File: src/hw/rtl/assert_macros.svh
// Assertion macros shared by the word search RTL.
// Needs nothing else; pulled in by modules that carry assertions.
`ifndef ASSERT_MACROS_SVH
`define ASSERT_MACROS_SVH

// Same-cycle implication.
`define GWS_ASSERT(lbl, clk, rst_n, ante, cons, msg) \
    lbl: assert property (@(posedge clk) disable iff (!rst_n) (ante) |-> (cons)) \
        else $error(msg);

// Next-cycle implication.
`define GWS_ASSERT_NEXT(lbl, clk, rst_n, ante, cons, msg) \
    lbl: assert property (@(posedge clk) disable iff (!rst_n) (ante) |=> (cons)) \
        else $error(msg);

`endif

File: src/hw/rtl/gws_pkg.sv
// Shared types, constants and helper functions of the word search block.
// No dependencies.
package gws_pkg;

    localparam int GRID_MAX_DEF = 64;
    localparam int WORD_MAX_DEF = 64;

    localparam int CHAR_W   = 8;
    localparam int OP_W     = 2;
    localparam int ROW_W    = 6;
    localparam int POS_W    = 6;
    localparam int LEN_W    = 7;
    localparam int GS_W     = 7;
    localparam int COUNT_W  = 13;
    localparam int DATA_W   = 32;
    localparam int PADDR_W  = 3;

    localparam logic [COUNT_W-1:0] COUNT_MAX = '1;
    localparam logic [GS_W-1:0]    GS_RESET  = 7'd64;
    localparam logic [0:0]         REG_GRID_SIZE = 1'b0;

    localparam logic [OP_W-1:0] OP_LOAD_GRID = 2'd0;
    localparam logic [OP_W-1:0] OP_LOAD_WORD = 2'd1;
    localparam logic [OP_W-1:0] OP_SEARCH    = 2'd2;
    localparam logic [OP_W-1:0] OP_READ_MARK = 2'd3;

    localparam logic KIND_COUNTS = 1'b0;
    localparam logic KIND_MARK   = 1'b1;

    localparam logic [2:0] DIR_N  = 3'd0;
    localparam logic [2:0] DIR_S  = 3'd1;
    localparam logic [2:0] DIR_E  = 3'd2;
    localparam logic [2:0] DIR_W  = 3'd3;
    localparam logic [2:0] DIR_NE = 3'd4;
    localparam logic [2:0] DIR_SE = 3'd5;
    localparam logic [2:0] DIR_SW = 3'd6;
    localparam logic [2:0] DIR_NW = 3'd7;

    typedef struct packed {
        logic grid_we;
        logic word_we;
        logic mark_we;
        logic mark_wval;
    } mem_ctl_t;

    function automatic int addr_w(input int depth);
        return (depth > 1) ? $clog2(depth) : 1;
    endfunction

    function automatic logic signed [1:0] dir_row(input logic [2:0] d);
        case (d)
            DIR_N, DIR_NE, DIR_NW: return -2'sd1;
            DIR_S, DIR_SE, DIR_SW: return 2'sd1;
            default:               return 2'sd0;
        endcase
    endfunction

    function automatic logic signed [1:0] dir_col(input logic [2:0] d);
        case (d)
            DIR_E, DIR_NE, DIR_SE: return 2'sd1;
            DIR_W, DIR_SW, DIR_NW: return -2'sd1;
            default:               return 2'sd0;
        endcase
    endfunction

endpackage

File: src/hw/rtl/gws_apb.sv
// APB register slave holding the grid_size configuration register.
// Depends on gws_pkg.
module gws_apb
    import gws_pkg::*;
(
    input  logic               clk,
    input  logic               rst_n,
    input  logic               psel,
    input  logic               penable,
    input  logic               pwrite,
    input  logic [PADDR_W-1:0] paddr,
    input  logic [DATA_W-1:0]  pwdata,
    output logic [DATA_W-1:0]  prdata,
    output logic               pready,
    output logic [GS_W-1:0]    grid_size
);

    logic [GS_W-1:0] grid_size_reg;
    logic [GS_W-1:0] grid_size_next;
    logic            hit;

    assign pready = 1'b1;
    assign hit    = (paddr[PADDR_W-1:2] == REG_GRID_SIZE);

    always_comb
    begin
        grid_size_next = grid_size_reg;
        if (psel && penable && pwrite && pready && hit)
        begin
            grid_size_next = pwdata[GS_W-1:0];
        end
    end

    always_ff @(posedge clk or negedge rst_n)
    begin
        if (!rst_n)
        begin
            grid_size_reg <= GS_RESET;
        end
        else
        begin
            grid_size_reg <= grid_size_next;
        end
    end

    assign prdata    = hit ? DATA_W'(grid_size_reg) : '0;
    assign grid_size = grid_size_reg;

endmodule

File: config.mk
export PLATFORM = sky130hd
export DESIGN_NAME = gws_apb
export DESIGN_NICKNAME = d
export VERILOG_FILES = /design/src/hw/rtl/assert_macros.svh /design/src/hw/rtl/gws_pkg.sv /design/src/hw/rtl/gws_apb.sv
export SDC_FILE = /design/constraint.sdc
export NUM_CORES = 1
export LEC_CHECK = 0
export ABC_CLOCK_PERIOD_IN_PS = 1050
export BUFFER_PORTS_ARGS = -buffer_cell sky130_fd_sc_hd__buf_2
export CAP_MARGIN = 40
export CORE_ASPECT_RATIO = 1.2
export CORE_UTILIZATION = 31
export DETAILED_ROUTE_END_ITERATION = 8
export HOLD_SLACK_MARGIN = 0.08
export PLACE_DENSITY_LB_ADDON = 0.2
export SLEW_MARGIN = 25
export SYNTH_ARGS = -nofsm -noshare
export SYNTH_HDL_FRONTEND = slang
export SYNTH_SLANG_ARGS = --single-unit
File: constraint.sdc
create_clock -name clk -period 1.05 [get_ports clk]
set_input_delay 0.105 -clock clk [delete_from_list [all_inputs] [get_ports clk]]
set_output_delay 0.105 -clock clk [all_outputs]
set_load 0.05 [all_outputs]
Word-level counts from Yosys, hierarchy flattened:

Cells that the tools add are included.

* register bits after elaboration: 7
* bits in read-only memories: 0
* memories kept: 0
* output and inout port bits: 40
* latch bits: 0
* RAM bits: 0
* bits of input ports: 40
* word-level logic and storage cells: 6

* shift-type cells: 0
* reduce and logical (&&, ||, !) cells: 3
* $lt $le $gt $ge: 0
* multiply operators: 0
* $add $sub $neg: 0
* bitwise gates (word level): 1
* mux-type cells: 1
* eq/ne operators: 0
* divide/modulo/power cells: 0

Operator list (count)
* 7-bit two-way mux: 1
* 1-bit logical AND: 3
* 1-bit inverter: 1

Logic depth before layout (Yosys ltp):

Gate-level depths: netlist of the first run.

* depth after elaboration: 3
* depth in mapped cells: 2
* gate-level depth less buffers: 2

Least setup slack after synthesis of the first run:

OpenSTA, ideal clock, no wires.

* path kind: register to output
* start: register grid_size_reg[6] (netlist: grid_size[6])
* end: output port prdata[6]
* slack: -77 ps
* path buffers: 0
* stages on the path, launching flop included: 2
* data arrival time: 1022 ps
* data required time: 945 ps
* cell sequence: dfstp_2 > and2b_2

* cells in the longest elaborated chain, start to end: 1

RTL lines
* start, declared: line gws_apb.sv:18 `logic [GS_W-1:0] grid_size_reg;`
* start signal, assigned: line gws_apb.sv:42 `grid_size_reg <= grid_size_next;`
* 7-bit two-way mux: line gws_apb.sv:46 `assign prdata = hit ? DATA_W'(grid_size_reg) : '0;`
* end, declared: line gws_apb.sv:13 `output logic [DATA_W-1:0] prdata,`

Every way passes these cells.

Final worst setup path of the first run:

Ends and elaborated chain as after synthesis.

==> results of run 1 <==
power breakdown:
group          internal [mW]  switching, mW
Combinational          0.305          0.659
Clock                  0.145         0.0947
Sequential             0.345         0.0346
Total                  0.795          0.788
metal layers:
metal	vias to the layer above	routed length [um]	GRT usage, %
li1	178	-	-
met1	174	333	11.4
met2	32	521	17.7
met3	0	82	2.79
met4	0	0	6.00
met5	-	0	0
worst max-delay path, delay by kind of cell (launching register included):
kind	cells	cell delay (ns)
and+or+nand+nor	1	0.15
DFF	1	0.53
buffers and inverters	1	0.14
timing repair:
action	in CTS	in global routing
hold endpoints to repair	9	0
gates resized for setup	22	3
buffers inserted	3	1
endpoints found under the setup margin	8	9
hold buffers	3	0
final timing paths:
check | startpoint | to | slack [ns]
max | grid_size[6]$_DFFE_PN1P_ | prdata[6] | -0.12
min | pwdata[5] | grid_size[5]$_DFFE_PN0P_ | 0.09
max reg2reg | grid_size[1]$_DFFE_PN0P_ | grid_size[1]$_DFFE_PN0P_ | 0.16
min reg2reg | grid_size[2]$_DFFE_PN0P_ | grid_size[2]$_DFFE_PN0P_ | 0.52
max in group asynchronous | rst_n | grid_size[6]$_DFFE_PN1P_ | 0.58
min in group asynchronous | rst_n | grid_size[0]$_DFFE_PN0P_ | 0.24
layout make-up:
cell class              instances  area (um2)  area share [%]
repair buffers                 33         273            35.5
multi-input cells              41         263            34.2
flip-flops and latches          7         184            23.9
clock buffers                   4        26.3            3.42
well taps                      18        22.5            2.93
cells in the final DEF (no fill, tap or decap), drive strengths merged:
cell type / Yosys / final
buf: 26 / 30
conb: 2 / 26
mux2: 7 / 7
and2b: 7 / 7
dfrtp: 6 / 6
clkbuf: 0 / 4
dlygate4sd3: 0 / 3
nand4b: 1 / 1
dfstp: 1 / 1
cell families after synthesis:
| kind of cell | Yosys count | synth area share, % |
|---|---|---|
| mux | 7 | 14.5 |
| buf+inv | 26 | 35.9 |
| simple gates | 8 | 15.7 |
| other cells | 2 | 1.38 |
| flops | 7 | 32.5 |
==> flow_summary.yaml, run 1 <==
clocking:
  cts-buffers-inserted: 3
  clk_latency_ns: 0.25
  cts.sinks: 7
  cts.path.max_buffers: 2
  cts_root_buf: "clkbuf_4"
  clkSlewWorstSetupHoldPaths_ns: 0.05
  cts_max_level: 1
  cts_tree: "built"
detailed_routing:
  routed-via-count: 384
  wl_per_cell_um: 9.10
  ant_nets: 0
  drt-initial-drc-count: 3
  drt-total-wl_um: 937
  dr.pass1.iters: 5
  drc_errors: 0
  via_per_inst: 3.73
job:
  maxCapViolCount: 0
synthesis:
  synthMostInstantiatedCell: "buf_4"
  yosysSeqAreaShare_pct: 32.5
  ys_top_cells_by_count: "buf_4 (26), and2b_2 (7), mux2_2 (7), dfrtp_1 (6), conb_1 (2)"
  synth_area_um2: 543
  syn-mean-instance-area_um2: 10.9
  synth_edf_count: 0
  netlist_instances: 50
  synth_seq_cells: 7
  yosys_warnings: 0
  synthTopCellsByArea: "buf_4 (36%), dfrtp_1 (28%), mux2_2 (15%)"
  synth_area_leader_cell: "buf_4"
  synth_cell_types: 7
  synth_top_area_share_pct: 35.9
  synth_flop_cell: "dfrtp_1"
  async_flop_share_pct: 100
timing:
  fmaxAchievable_mhz: 854
  holdWs_ns: 0.0939
  post-route-period-util_pct: 112
  slew_violations: 0
  setup_ws_ns: -0.121
  setup_viol: 9
  hold_viol_final: 0
  clock_skew_ns: 0
  min_period_ns: 1.17
  setup_tns_ns: -0.481
  rsz0062_at_grt: "true"
placement:
  portBuffers: 26
  gp_congestion: 0.578
  dp.cells: 92
  dpl-instance-area_um2: 599
  pre_cts_ws_ns: 0.0389
  dp_hpwl_um: 681
pwr:
  fin_total_pwr_mw: 1.58
  cellPowerDensity_nw_per_um2: 2060
  power.leakage_nw: 0.421
  ir_drop_mv: 0.956
floorplanning:
  die_area_um2: 1920
  die_w_um: 40.2
  die_h_um: 47.8
  pin_count: 80
  rows: 16
  core_area_um2: 1640
  start_util_pct: 33.1
finish:
  largest_reg_flops: 7
  nFillCells: 164
  area_growth_pct: 41.5
  diodes: 0
  drive_above_1_share_pct: 64.7
  utilization_pct: 46.8
  nets: 126
  finalNonFillerCells: 103
  design_area_um2: 768
setup_path:
  critPathMaxStageDelay_ns: 0.53
  crit_chain: "and2b_4 -> buf_8"
  cp-start-kind: "flop"
  crit_path_end_kind: "primary output"
  cp_max_fo: 2
  arrival_ns: 1.07
  cp_slowest_cell: "dfstp_2"
  reg2reg_depth: 2
  critical_path_class: "reg -> out"
  crit_required_ns: 0.94
grt:
  grt_usage_pct: 10.4
  globalRoute.totalOverflow: 0
  grt_pass1_vias: 311
  grt_pass1_wl_mm: 1.30
  grt_max_degree: 9
  antenna_found_initial: 0
worst_hold_path:
  hold_depth: 2
  min_path_type: "in -> reg"
outcome:
  violations: "setup timing"
  run_status: "complete, but fails checks"
Power figures use the tool's default switching activity.
==> run 2, diff against run 1 <==
--- a/config.mk
+++ b/config.mk
@@ -13,6 +13,7 @@
 export DETAILED_ROUTE_END_ITERATION = 8
 export HOLD_SLACK_MARGIN = 0.08
 export PLACE_DENSITY_LB_ADDON = 0.2
+export RECOVER_POWER = 25
 export SLEW_MARGIN = 25
 export SYNTH_ARGS = -nofsm -noshare
 export SYNTH_HDL_FRONTEND = slang
==> run 2 against run 1 <==
- the flow still finishes with violations (setup timing)
- sequential share of layout area is essentially flat
- register-to-register slack is essentially flat
- fmax is the same
- power is essentially flat
- clock skew is the same
- largest cell class unchanged
==> flow_summary.yaml, run 2 (same netlist as run 1, synthesis figures left out) <==
floorplanning:
  die_w_um: 40.2
  rows: 16
  start_util_pct: 33.1
  pin_count: 80
  die_h_um: 47.8
  core_area_um2: 1640
  die_area_um2: 1920
pwr:
  switchingPower_mw: 0.789
  fin_total_pwr_mw: 1.58
  netSwitchingFraction_pct: 49.8
  combPwrFrac_pct: 60.9
  pwr-share-clk_pct: 15.1
  power.leakage_nw: 0.418
  cellPowerDensity_nw_per_um2: 2060
  pwr-share-seq_pct: 24.0
  p_int_mw: 0.794
  ir_drop_mv: 0.956
detailed_routing:
  wl_per_cell_um: 9.10
  ant_nets: 0
  routed-via-count: 384
  drt-initial-drc-count: 3
  dr.pass1.iters: 5
  drt-total-wl_um: 937
  drc_errors: 0
  via_per_inst: 3.73
clocking:
  cts_root_buf: "clkbuf_4"
  cts_tree: "built"
  cts.sinks: 7
  clk_latency_ns: 0.25
  cts-buffers-inserted: 3
  cts_max_level: 1
  clkSlewWorstSetupHoldPaths_ns: 0.05
  cts.path.max_buffers: 2
finish:
  largest_reg_flops: 7
  nets: 126
  finalNonFillerCells: 103
  layout_common_cells: "conb_1 (26), buf_2 (16), mux2_2 (7)"
  nFillCells: 165
  final_common_cell: "conb_1"
  area_growth_pct: 41.2
  drive_above_1_share_pct: 63.5
  diodes: 0
timing:
  setup_tns_ns: -0.482
  post-route-period-util_pct: 112
  fmaxAchievable_mhz: 854
  setup_viol: 9
  setup_ws_ns: -0.121
  slew_violations: 0
  min_period_ns: 1.17
  clock_skew_ns: 0
  rsz0062_at_grt: "true"
  hold_viol_final: 0
placement:
  portBuffers: 26
  dp.cells: 92
  pre_cts_ws_ns: 0.0389
  gp_congestion: 0.578
  dp_hpwl_um: 681
setup_path:
  crit_path_end_kind: "primary output"
  cp_max_fo: 2
  cp_slowest_cell: "dfstp_2"
  critPathBufInv: 1
  crit_chain: "and2b_4 -> buf_8"
  crit_required_ns: 0.94
  cp-start-kind: "flop"
  critPathMaxStageDelay_ns: 0.53
  crit_family: "flip-flops"
  critical_path_class: "reg -> out"
  arrival_ns: 1.07
grt:
  grt_pass1_wl_mm: 1.30
  globalRoute.totalOverflow: 0
  antenna_found_initial: 0
  grt_max_degree: 9
  grt_pass1_vias: 311
  grt_usage_pct: 10.4
job:
  maxCapViolCount: 0
outcome:
  violations: "setup timing"
  run_status: "complete, but fails checks"
worst_hold_path:
  min_path_type: "in -> reg"
run 2: cell types whose count changed in the layout (fill, tap and decap cells not counted), sizes merged:
| cell | change |
|---|---|
| buf | -1 |
| clkbuf | +1 |
run 2: final timing paths:
kind	startpoint	end	slack [ns]	cells after the start
setup / recovery	grid_size[6]$_DFFE_PN1P_	prdata[6]	-0.12	2
hold / removal	pwdata[5]	grid_size[5]$_DFFE_PN0P_	0.09	2
setup reg to reg	grid_size[1]$_DFFE_PN0P_	grid_size[1]$_DFFE_PN0P_	0.16	2
hold reg to reg	grid_size[2]$_DFFE_PN0P_	grid_size[2]$_DFFE_PN0P_	0.52	1
max in group asynchronous	rst_n	grid_size[6]$_DFFE_PN1P_	0.42	2
min in group asynchronous	rst_n	grid_size[0]$_DFFE_PN0P_	0.32	2
run 2: timing repair:
| action | in CTS | in global routing |
|---|---|---|
| hold endpoints to repair | 9 | 0 |
| setup buffers | 3 | 1 |
| resized for setup | 22 | 3 |
| setup endpoints to repair | 8 | 9 |
| hold buffers | 3 | 0 |
run 2: final cells by class:
cell class / count / area [um2] / area share (%)
timing repair buffer: 33 / 272 / 35.4
sequential: 7 / 184 / 24.0
multi-input combinational: 41 / 263 / 34.3
clock buffer: 4 / 26.3 / 3.43
tap: 18 / 22.5 / 2.94
run 2: power groups by stage:
stage / clock network [mW] / registers (mW) / logic, mW
detailed placement: 0 / 0.388 / 0.780
global placement: 0 / 0.385 / 0.777
finish: 0.239 / 0.380 / 0.964
CTS: 0.256 / 0.380 / 0.933
global route: 0.264 / 0.389 / 1.01
floorplan: 0 / 0.601 / 0.507
run 2: routing by layer:
layer / part of all wire [%] / global-route usage, %
met1: 36 / 11.4
met2: 56 / 17.7
met3: 8.8 / 2.79
met4: 0 / 6.00
met5: 0 / 0
run 2: worst reg2reg max path, delay by kind of cell (launching register included):
kind / cells / cell delay, ns
flip-flops: 1 / 0.40
buffers and inverters: 1 / 0.13
multiplexers: 1 / 0.25
run 2: per-stage QoR:
step	cell area (um2)	util [%]	hold slack, ns
after floorplan	642	-	-0.191
after global placement	599	36.5	-0.0490
after detailed placement	599	36.5	-0.0469
after CTS	749	45.7	0.0862
after global routing	767	46.7	0.0862
final	767	46.7	0.0939
==> run 3, diff against run 2 <==
--- a/config.mk
+++ b/config.mk
@@ -6,7 +6,7 @@
 export NUM_CORES = 1
 export LEC_CHECK = 0
 export ABC_CLOCK_PERIOD_IN_PS = 1050
-export BUFFER_PORTS_ARGS = -buffer_cell sky130_fd_sc_hd__buf_2
+export BUFFER_PORTS_ARGS = -buffer_cell sky130_fd_sc_hd__clkbuf_2
 export CAP_MARGIN = 40
 export CORE_ASPECT_RATIO = 1.2
 export CORE_UTILIZATION = 31
==> run 3 against run 2 <==
- the run still ends with setup timing left
- non-clock buffer count down 3
- fmax decreased by 1.7%
- critical path type unchanged
- routed wire length is 5.9% lower
- critical endpoint unchanged
==> flow_summary.yaml, run 3 (same netlist as run 1, synthesis figures left out) <==
outcome:
  run_status: "complete, but fails checks"
  violations: "setup timing"
placement:
  dpl-instance-area_um2: 599
  gp_congestion: 0.576
  portBuffers: 26
  dp_hpwl_um: 664
  dp.cells: 92
finish:
  finalNonFillerCells: 100
  regArea_um2: 184
  nets: 123
  layout_common_cells: "conb_1 (26), clkbuf_2 (17), mux2_2 (7)"
  multi_input_area_um2: 263
  design_area_um2: 762
  diodes: 0
  area_growth_pct: 40.3
  utilization_pct: 46.4
  final_common_cell: "conb_1"
  largest_reg_flops: 7
  nFillCells: 165
  drive_above_1_share_pct: 62.2
timing:
  hold_viol_final: 0
  setup_tns_ns: -0.555
  clock_skew_ns: 0
  setup_ws_ns: -0.141
  slew_violations: 0
  post-route-period-util_pct: 113
  setup_viol: 8
  min_period_ns: 1.19
  fmaxAchievable_mhz: 839
  rsz0062_at_grt: "true"
floorplanning:
  pin_count: 80
  die_w_um: 40.2
  core_area_um2: 1640
  start_util_pct: 33.1
  die_area_um2: 1920
  rows: 16
  die_h_um: 47.8
detailed_routing:
  ant_nets: 0
  via_per_inst: 3.75
  drc_errors: 0
  drt-total-wl_um: 882
  dr.pass1.iters: 5
  drt-initial-drc-count: 5
  routed-via-count: 375
  wl_per_cell_um: 8.82
clocking:
  cts.sinks: 7
  cts_tree: "built"
  cts_max_level: 1
  cts_root_buf: "clkbuf_4"
  cts.path.max_buffers: 2
  clkSlewWorstSetupHoldPaths_ns: 0.05
  clk_latency_ns: 0.25
  cts-buffers-inserted: 3
pwr:
  ir_drop_mv: 1.23
  cellPowerDensity_nw_per_um2: 2040
  power.leakage_nw: 0.414
  fin_total_pwr_mw: 1.56
setup_path:
  critical_path_class: "reg -> out"
  cp_max_fo: 2
  arrival_ns: 1.09
  crit_required_ns: 0.94
  cp-start-kind: "flop"
  crit_path_end_kind: "primary output"
grt:
  met1_usage_pct: 10.1
  grt_pass1_wl_mm: 1.10
  top_usage_layer: "met2"
  grt_usage_pct: 9.19
  grtUsageMet2_pct: 13.9
  globalRoute.totalOverflow: 0
  antenna_found_initial: 0
  grt_max_degree: 9
  use_met3_pct: 4.65
  grt_pass1_vias: 273
job:
  maxCapViolCount: 0
worst_hold_path:
  min_path_type: "in -> reg"
## run 3: cell count changes in the layout (fill, tap and decap cells not counted), sizes merged
cell and change:
clkbuf +19, buf -22
## run 3: cell type report
| type | instances | share of cell area (%) |
|---|---|---|
| Timing Repair Buffer | 30 | 35.0 |
| Multi-Input combinational cell | 41 | 34.5 |
| Sequential cell | 7 | 24.1 |
| Clock buffer | 4 | 3.45 |
| Tap cell | 18 | 2.96 |
## run 3: path summary, 6_finish.rpt
path,from,to,slack [ns],cells past startpoint
min in group asynchronous,rst_n,grid_size[0]$_DFFE_PN0P_,0.28,2
setup reg to reg,grid_size[6]$_DFFE_PN1P_,grid_size[6]$_DFFE_PN1P_,0.22,2
max in group asynchronous,rst_n,grid_size[6]$_DFFE_PN1P_,0.47,2
hold reg to reg,grid_size[1]$_DFFE_PN0P_,grid_size[1]$_DFFE_PN0P_,0.52,1
hold / removal,pwdata[1],grid_size[1]$_DFFE_PN0P_,0.09,2
setup / recovery,grid_size[6]$_DFFE_PN1P_,prdata[6],-0.14,2
## run 3: critical path, cell delays in order (launching register included)
cell and delay (ns):
dfstp_2 0.53, and2b_4 0.16, clkbuf_16 0.15
## run 3: where the power goes
part	internal [mW]	leakage (nW)	switching [mW]
sequential	0.345	0.0760	0.0384
clock	0.145	0.0150	0.0952
combinational	0.284	0.323	0.649
## run 3: per-stage QoR
step / setup slack (ns) / hold WS [ns]
final: -0.141 / 0.0875
after global routing: -0.169 / 0.0816
after CTS: -0.152 / 0.0806
after detailed placement: 0.0151 / -0.0452
after global placement: 0.0245 / -0.0439
after floorplan: -0.0310 / -0.191
## run 3: repair_timing
item,in CTS,in global routing
endpoints found under the hold margin,8,1
gates resized for setup,18,6
buffers inserted,1,0
endpoints found under the setup margin,8,8
hold buffers,2,1
## run 3: per-layer routing
metal	wire (um)	part of all wire (%)	vias up
li1	-	-	172
met1	317	36	171
met2	472	54	32
met3	92	10	0
met4	0	0	0
met5	0	0	-
